**src/rtl/pli_pkg.sv**
```systemverilog
// shared types and constants of the piecewise linear interpolator
// no dependencies; used by every module under rtl
package pli_pkg;

    localparam int DATA_WIDTH     = 32;
    localparam int MAX_POINTS_DEF = 256;
    localparam int NUM_W          = 9;
    localparam int IDX_W          = 8;
    localparam int CFG_IDX_W      = 2;

    // configuration register indexes
    localparam logic [CFG_IDX_W-1:0] CFG_NUM_POINTS     = 2'd0;
    localparam logic [CFG_IDX_W-1:0] CFG_USE_BLANKING   = 2'd1;
    localparam logic [CFG_IDX_W-1:0] CFG_BLANKING_VALUE = 2'd2;

    // command codes
    localparam logic CMD_LOAD  = 1'b0;
    localparam logic CMD_QUERY = 1'b1;

    // region codes
    localparam logic [1:0] REGION_INSIDE = 2'd0;
    localparam logic [1:0] REGION_BELOW  = 2'd1;
    localparam logic [1:0] REGION_ABOVE  = 2'd2;

    typedef struct packed {
        logic                         cmd;
        logic [IDX_W-1:0]             point_index;
        logic signed [DATA_WIDTH-1:0] x_value;
        logic signed [DATA_WIDTH-1:0] y_value;
        logic                         first_of_batch;
    } t_in_item;

    typedef struct packed {
        logic signed [DATA_WIDTH-1:0] interp_y;
        logic [1:0]                   region;
    } t_out_item;

    typedef enum logic [3:0] {
        ST_IDLE,
        ST_RD_LAST,
        ST_CHECK,
        ST_WALK_RD,
        ST_WALK_CMP,
        ST_SEG_B,
        ST_DIFF,
        ST_MUL,
        ST_DIV,
        ST_SAT
    } t_state;

    typedef enum logic [3:0] {
        OP_NONE,
        OP_LOAD,
        OP_START,
        OP_LATCH_FIRST,
        OP_OUT_BELOW,
        OP_OUT_ABOVE,
        OP_STEP,
        OP_LATCH_SEG,
        OP_DIFF,
        OP_MUL,
        OP_DIV,
        OP_OUT_FLAT,
        OP_OUT_INTERP
    } t_dp_op;

    typedef enum logic [1:0] {
        RD_ZERO,
        RD_LAST,
        RD_NEXT,
        RD_SEG
    } t_rd_sel;

    typedef struct packed {
        t_dp_op  op;
        t_rd_sel rd_sel;
    } t_dp_cmd;

    typedef struct packed {
        logic below;
        logic above;
        logic can_step;
        logic step_gt;
        logic dx_zero;
        logic div_last;
    } t_dp_status;

endpackage

```
**src/rtl/pli_ctrl.sv**
```systemverilog
// control state machine of the interpolator: sequences reads, search,
// multiply and serial divide; depends on pli_pkg
module pli_ctrl (
    input  logic               i_clk,
    input  logic               i_rst_n,
    input  logic               i_start,
    input  logic               i_cmd,
    input  pli_pkg::t_dp_status i_status,
    output pli_pkg::t_dp_cmd   o_cmd,
    output logic               o_busy
);

    pli_pkg::t_state r_state, n_state;

    always_ff @(posedge i_clk) begin
        if (!i_rst_n) begin
            r_state <= pli_pkg::ST_IDLE;
        end else begin
            r_state <= n_state;
        end
    end

    always_comb begin
        n_state = r_state;
        case (r_state)
            pli_pkg::ST_IDLE: begin
                if (i_start && i_cmd == pli_pkg::CMD_QUERY) n_state = pli_pkg::ST_RD_LAST;
            end
            pli_pkg::ST_RD_LAST: n_state = pli_pkg::ST_CHECK;
            pli_pkg::ST_CHECK: begin
                if (i_status.below || i_status.above) n_state = pli_pkg::ST_IDLE;
                else n_state = pli_pkg::ST_WALK_RD;
            end
            pli_pkg::ST_WALK_RD: begin
                if (i_status.can_step) n_state = pli_pkg::ST_WALK_CMP;
                else n_state = pli_pkg::ST_SEG_B;
            end
            pli_pkg::ST_WALK_CMP: begin
                if (i_status.step_gt) n_state = pli_pkg::ST_WALK_RD;
                else n_state = pli_pkg::ST_SEG_B;
            end
            pli_pkg::ST_SEG_B: n_state = pli_pkg::ST_DIFF;
            pli_pkg::ST_DIFF:  n_state = pli_pkg::ST_MUL;
            pli_pkg::ST_MUL: begin
                if (i_status.dx_zero) n_state = pli_pkg::ST_IDLE;
                else n_state = pli_pkg::ST_DIV;
            end
            pli_pkg::ST_DIV: begin
                if (i_status.div_last) n_state = pli_pkg::ST_SAT;
            end
            pli_pkg::ST_SAT: n_state = pli_pkg::ST_IDLE;
            default: n_state = pli_pkg::ST_IDLE;
        endcase
    end

    always_comb begin
        o_cmd.op     = pli_pkg::OP_NONE;
        o_cmd.rd_sel = pli_pkg::RD_ZERO;
        o_busy       = 1'b1;
        case (r_state)
            pli_pkg::ST_IDLE: begin
                o_busy = 1'b0;
                if (i_start) begin
                    if (i_cmd == pli_pkg::CMD_QUERY) o_cmd.op = pli_pkg::OP_START;
                    else o_cmd.op = pli_pkg::OP_LOAD;
                end
            end
            pli_pkg::ST_RD_LAST: begin
                o_cmd.op     = pli_pkg::OP_LATCH_FIRST;
                o_cmd.rd_sel = pli_pkg::RD_LAST;
            end
            pli_pkg::ST_CHECK: begin
                if (i_status.below) o_cmd.op = pli_pkg::OP_OUT_BELOW;
                else if (i_status.above) o_cmd.op = pli_pkg::OP_OUT_ABOVE;
            end
            pli_pkg::ST_WALK_RD: begin
                o_cmd.rd_sel = i_status.can_step ? pli_pkg::RD_NEXT : pli_pkg::RD_SEG;
            end
            pli_pkg::ST_WALK_CMP: begin
                if (i_status.step_gt) o_cmd.op = pli_pkg::OP_STEP;
                else o_cmd.rd_sel = pli_pkg::RD_SEG;
            end
            pli_pkg::ST_SEG_B: begin
                o_cmd.op     = pli_pkg::OP_LATCH_SEG;
                o_cmd.rd_sel = pli_pkg::RD_NEXT;
            end
            pli_pkg::ST_DIFF: o_cmd.op = pli_pkg::OP_DIFF;
            pli_pkg::ST_MUL: begin
                o_cmd.op = i_status.dx_zero ? pli_pkg::OP_OUT_FLAT : pli_pkg::OP_MUL;
            end
            pli_pkg::ST_DIV: o_cmd.op = pli_pkg::OP_DIV;
            pli_pkg::ST_SAT: o_cmd.op = pli_pkg::OP_OUT_INTERP;
            default: o_cmd.op = pli_pkg::OP_NONE;
        endcase
    end

endmodule

```
**config.mk**
```make
export PLATFORM = sky130hd
export DESIGN_NAME = pli_ctrl
export DESIGN_NICKNAME = d
export VERILOG_FILES = /design/src/rtl/pli_pkg.sv /design/src/rtl/pli_ctrl.sv
export SDC_FILE = /design/constraint.sdc
export NUM_CORES = 1
export LEC_CHECK = 0
export ABC_AREA = 1
export BUFFER_PORTS_ARGS = -buffer_cell sky130_fd_sc_hd__buf_4
export CAP_MARGIN = 30
export CORE_AREA = 2 2 39 41
export CTS_CLUSTER_DIAMETER = 60
export DETAILED_ROUTE_END_ITERATION = 16
export DIE_AREA = 0 0 41 43
export GPL_TIMING_DRIVEN = 0
export MAX_ROUTING_LAYER = met4
export PLACE_DENSITY_LB_ADDON = 0.15
export SETUP_SLACK_MARGIN = 0.02
export SLEW_MARGIN = 20
export SYNTH_ARGS = -nofsm -noshare
export SYNTH_HDL_FRONTEND = slang
export SYNTH_SLANG_ARGS = --single-unit
```
**constraint.sdc**
```tcl
create_clock -name i_clk -period 1.5 [get_ports i_clk]
set_input_delay 0.225 -clock i_clk [delete_from_list [all_inputs] [get_ports i_clk]]
set_output_delay 0.225 -clock i_clk [all_outputs]
set_load 0.05 [all_outputs]
```
Word level (Yosys, flattened, before mapping):

Cells that the tools add are included.

* $add $sub $neg: 0
* reductions and logical operators: 4
* bitwise operators: 0
* $mul: 0
* divide/modulo/power cells: 0
* muxes and demuxes: 18
* shifts and indexed selects: 0
* equality and inequality tests: 11
* order comparisons: 0

Operator list (number)
* $pmux W4 S9: 2
* $eq A4 B3 Y1 const B: 4
* $mux W4: 4
* $mux W3: 4
* $eq A4 B2 Y1 const B: 2
* $eq A4 B4 Y1 const B: 2
* $mux W2: 4
* $pmux W2 S4: 1
* $eq A4 B1 Y1 const B: 1
* $logic_not A4 Y1: 1
* $ne A2 B2 Y1 const B: 2
* $mux W1: 3
* $reduce_and A2 Y1: 1
* $logic_and A1 B1 Y1: 1
* $logic_or A1 B1 Y1: 1

* bits in read-only memories: 0
* RAM bits: 0
* bits in latches: 0
* input bits: 10
* logic and storage cells: 34
* bits in registers: 4
* output and inout bits: 7
* memories kept: 0

Depth between registers and ports, before layout:

* depth in word-level cells: 3
* mapped depth: 8
* depth with buffers taken out: 7

Worst setup path after synthesis:

OpenSTA, ideal clock, no wires.

* path type: register to output
* start: register r_state[3]
* end: output port o_cmd[2] (netlist name)
* arrival: 1.395 ns
* stages on the path, launching flop included: 8
* path slack: -0.120 ns
* path through: dfxtp_1 inv_2 nand2_2 nor2_1 inv_2 nor2_1 nand2_1 nand3_1

RTL lines
* from (decl): line pli_ctrl.sv:13 `pli_pkg::t_state r_state, n_state;`
* from (signal assigned): line pli_ctrl.sv:17 `r_state <= pli_pkg::ST_IDLE;`
* from (signal assigned): line pli_ctrl.sv:19 `r_state <= n_state;`
* to (decl): line pli_ctrl.sv:9 `output pli_pkg::t_dp_cmd o_cmd,`

==> results.toml <==
[routing]
dr.first_iter.drc_count = 13
wl_per_cell_um = 10.7
vias = 584
drc = 0
wl_met1_um = 501
totalWireLength_mm = 1.23
dr.pass1.iters = 4
top_layer = "met3"
vias_per_cell = 5.08
ant_nets = 0
route.met2.wl_um = 684
route.met3.wl_um = 42

[logic_synthesis]
ys_warn_count = 0
syn_nets = 82
synth_area_um2 = 434
synth_area_leaders = "dfxtp_1, nand3_1, nand2_1, nor2_2, inv_2"
yosysSeqAreaShare = 0.184
synth_cells = 72
ys_ff_latch = 4
syn-mean-instance-area_um2 = 6.03
yosysTopAreaCell = "dfxtp_1"
synth_top_area_frac = 0.184
ys_types = 18

[global_routing]
grt_overflow_total = 0
grt_max_degree = 8
grt.total_usage = 0.164
antenna_found_initial = 0
grt_pass1_vias = 502
grt_pass1_wl_mm = 1.90

[timing]
timing.final.crit_share = 1.00
max_freq_mhz = 666
whs_ps = 215
maxSlewHeadroom = 0.823
layout_min_cycle_time_ps = 1500
slew_violations = 0
skew_ps = 2.32
setup_viol = 1
worst_pin_slew_ps = 265
finalWorstSetupSlack_ps = -1.75
rsz0062_at_grt = "yes"
hold_viol = 0

[place]
dpl-instance-area_um2 = 587
routabilityCongestion = 0.823
dp_cells = 104
dp_hpwl_um = 892
numPortBuffers = 16

[final_layout]
instances_no_fill = 115
fin_area_um2 = 759
largest_reg_flops = 4
drive_gt1_frac = 0.556
n_antenna_cell = 0
layout.nets = 111
largest_registers = "r_state (4)"
area_delta_synth_final_pct = 74.9
regMostFlops = "r_state"
fin_util = 0.549
fillers = 137

[setup_path]
rr_startpoint = "r_state[1]"
reg2regPathDepth = 8
worstPathArrival_ps = 1280
ff2ff_setup_slack_ps = 420
rr_endpoint = "r_state[0]"
critPathMaxFanout = 6
crit_path_start_kind = "flip-flop"
critPathCaptureType = "output port"
required_ps = 1270
path_class = "flip-flop to output port"

[floorplanning]
die_x_um = 41
start_util = 0.314
die_area_um2 = 1760
io_pins = 17
rows = 14
die_y_um = 43
coreArea_um2 = 1380

[clock_tree]
clk_path_buf_depth = 2
cts_tree = "done"
htree_levels = 1
postCtsHoldBufs = 0
clk_latency_ps = 230
clkTransAtPathRegs_ps = 40
root_buffer = "clkbuf_4"
cts_buffers = 3
clkSinkCount = 4

[power]
power_density_nw_per_um2 = 896
cellLeakagePower_uw = 0.000387
total_power_uw = 681
ir_drop_v = 0.000413

[worst_hold_path]
hold_path.class = "input pin to flip-flop"
hp-start = "i_rst_n"
min_to = "r_state[2]"
min_path_cells = 2

[outcome]
violations = "negative setup slack"
outcome = "finished with violations"

[run]
cap_violations = 0
Yosys cell counts:
| library cell | number |
|---|---|
| nand3_1 | 14 |
| nand3b_1 | 2 |
| nand3_2 | 2 |
| nor2_1 | 5 |
| nor3_2 | 2 |
| and2_1 | 1 |
| nand4_1 | 4 |
| dfxtp_1 | 4 |
| nand2_1 | 14 |
| nand2_2 | 2 |
| o211ai_1 | 1 |
| nor2_4 | 1 |
| o21ai_1 | 1 |
| a21oi_1 | 2 |
| nor2_2 | 5 |
| inv_2 | 7 |
| buf_4 | 1 |
| inv_1 | 4 |
power breakdown:
group	internal (uW)	total (uW)	switching [uW]
logic	170	410	240
registers	116	144	28.1
clock network	89.1	127	38.1
total	375	681	306
layout by cell type (no fill, tap or decap):
cell type / n
nand3b_1: 2
nand2_2: 2
buf_8: 1
nand3_2: 3
inv_4: 3
nor2_1: 4
inv_1: 4
o211ai_1: 1
nand2_4: 1
nor2_2: 3
inv_6: 1
o21ai_1: 1
nand2_1: 13
nor3_4: 1
nor2_4: 4
inv_2: 3
buf_6: 5
buf_4: 19
nor3_2: 1
nand3_4: 1
a21oi_1: 2
and2_1: 1
nand4_1: 4
clkbuf_4: 3
dfxtp_4: 4
nand3_1: 12
routing by layer:
layer | vias up | GRT usage
met5 | - | -
met3 | 0 | 0.0314
li1 | 302 | -
met1 | 269 | 0.194
met2 | 13 | 0.244
met4 | 0 | 0.100
worst max-delay path by stage:
stage / cells after the start / startpoint / end
floorplan: 7 / r_state[3] / o_cmd[2]
global placement: 8 / r_state[3] / o_cmd[2]
detailed placement: 8 / r_state[3] / o_cmd[2]
CTS: 8 / r_state[3] / o_cmd[2]
global route: 5 / r_state[1] / o_cmd[2]
finish: 5 / r_state[1] / o_cmd[2]
worst max-delay path, cell delays in order (launching register included):
cell	delay, ps
dfxtp_4	410
inv_6	60
nor3_4	180
nand3b_1	150
nand3_4	110
buf_8	140
kinds of logic after synthesis:
| group | after synthesis | synth area share |
|---|---|---|
| AO/OA/AOI/OAI | 4 | 0.0519 |
| buffers and inverters | 12 | 0.112 |
| flip-flops | 4 | 0.184 |
| AND/OR/NAND/NOR | 52 | 0.651 |
what timing repair did:
item | 4_1_cts | 5_1_grt
gates resized for setup | 20 | 9
endpoints found under the hold margin | 0 | 0
setup endpoints to repair | 6 | 6
pin swaps | 4 | 5
cloned | 0 | 0
buffers inserted | 5 | 4
cell type report:
type / instances / area, um2 / share of cell area
clock buffer: 3 / 22.5 / 0.0297
inverter: 11 / 53.8 / 0.0708
multi-input combinational: 56 / 354 / 0.466
sequential: 4 / 95.1 / 0.125
tap: 16 / 20.0 / 0.0264
timing repair buffer: 25 / 214 / 0.282
stage by stage:
step	TNS, ps	worst slack [ps]
global route	-202	-91.4
global placement	0	70.1
detailed placement	0	66.5
finish	-1.75	-1.75
CTS	-25.2	-23.9
floorplan	0	58.5
No activity file was read; power rests on OpenSTA's default activity.
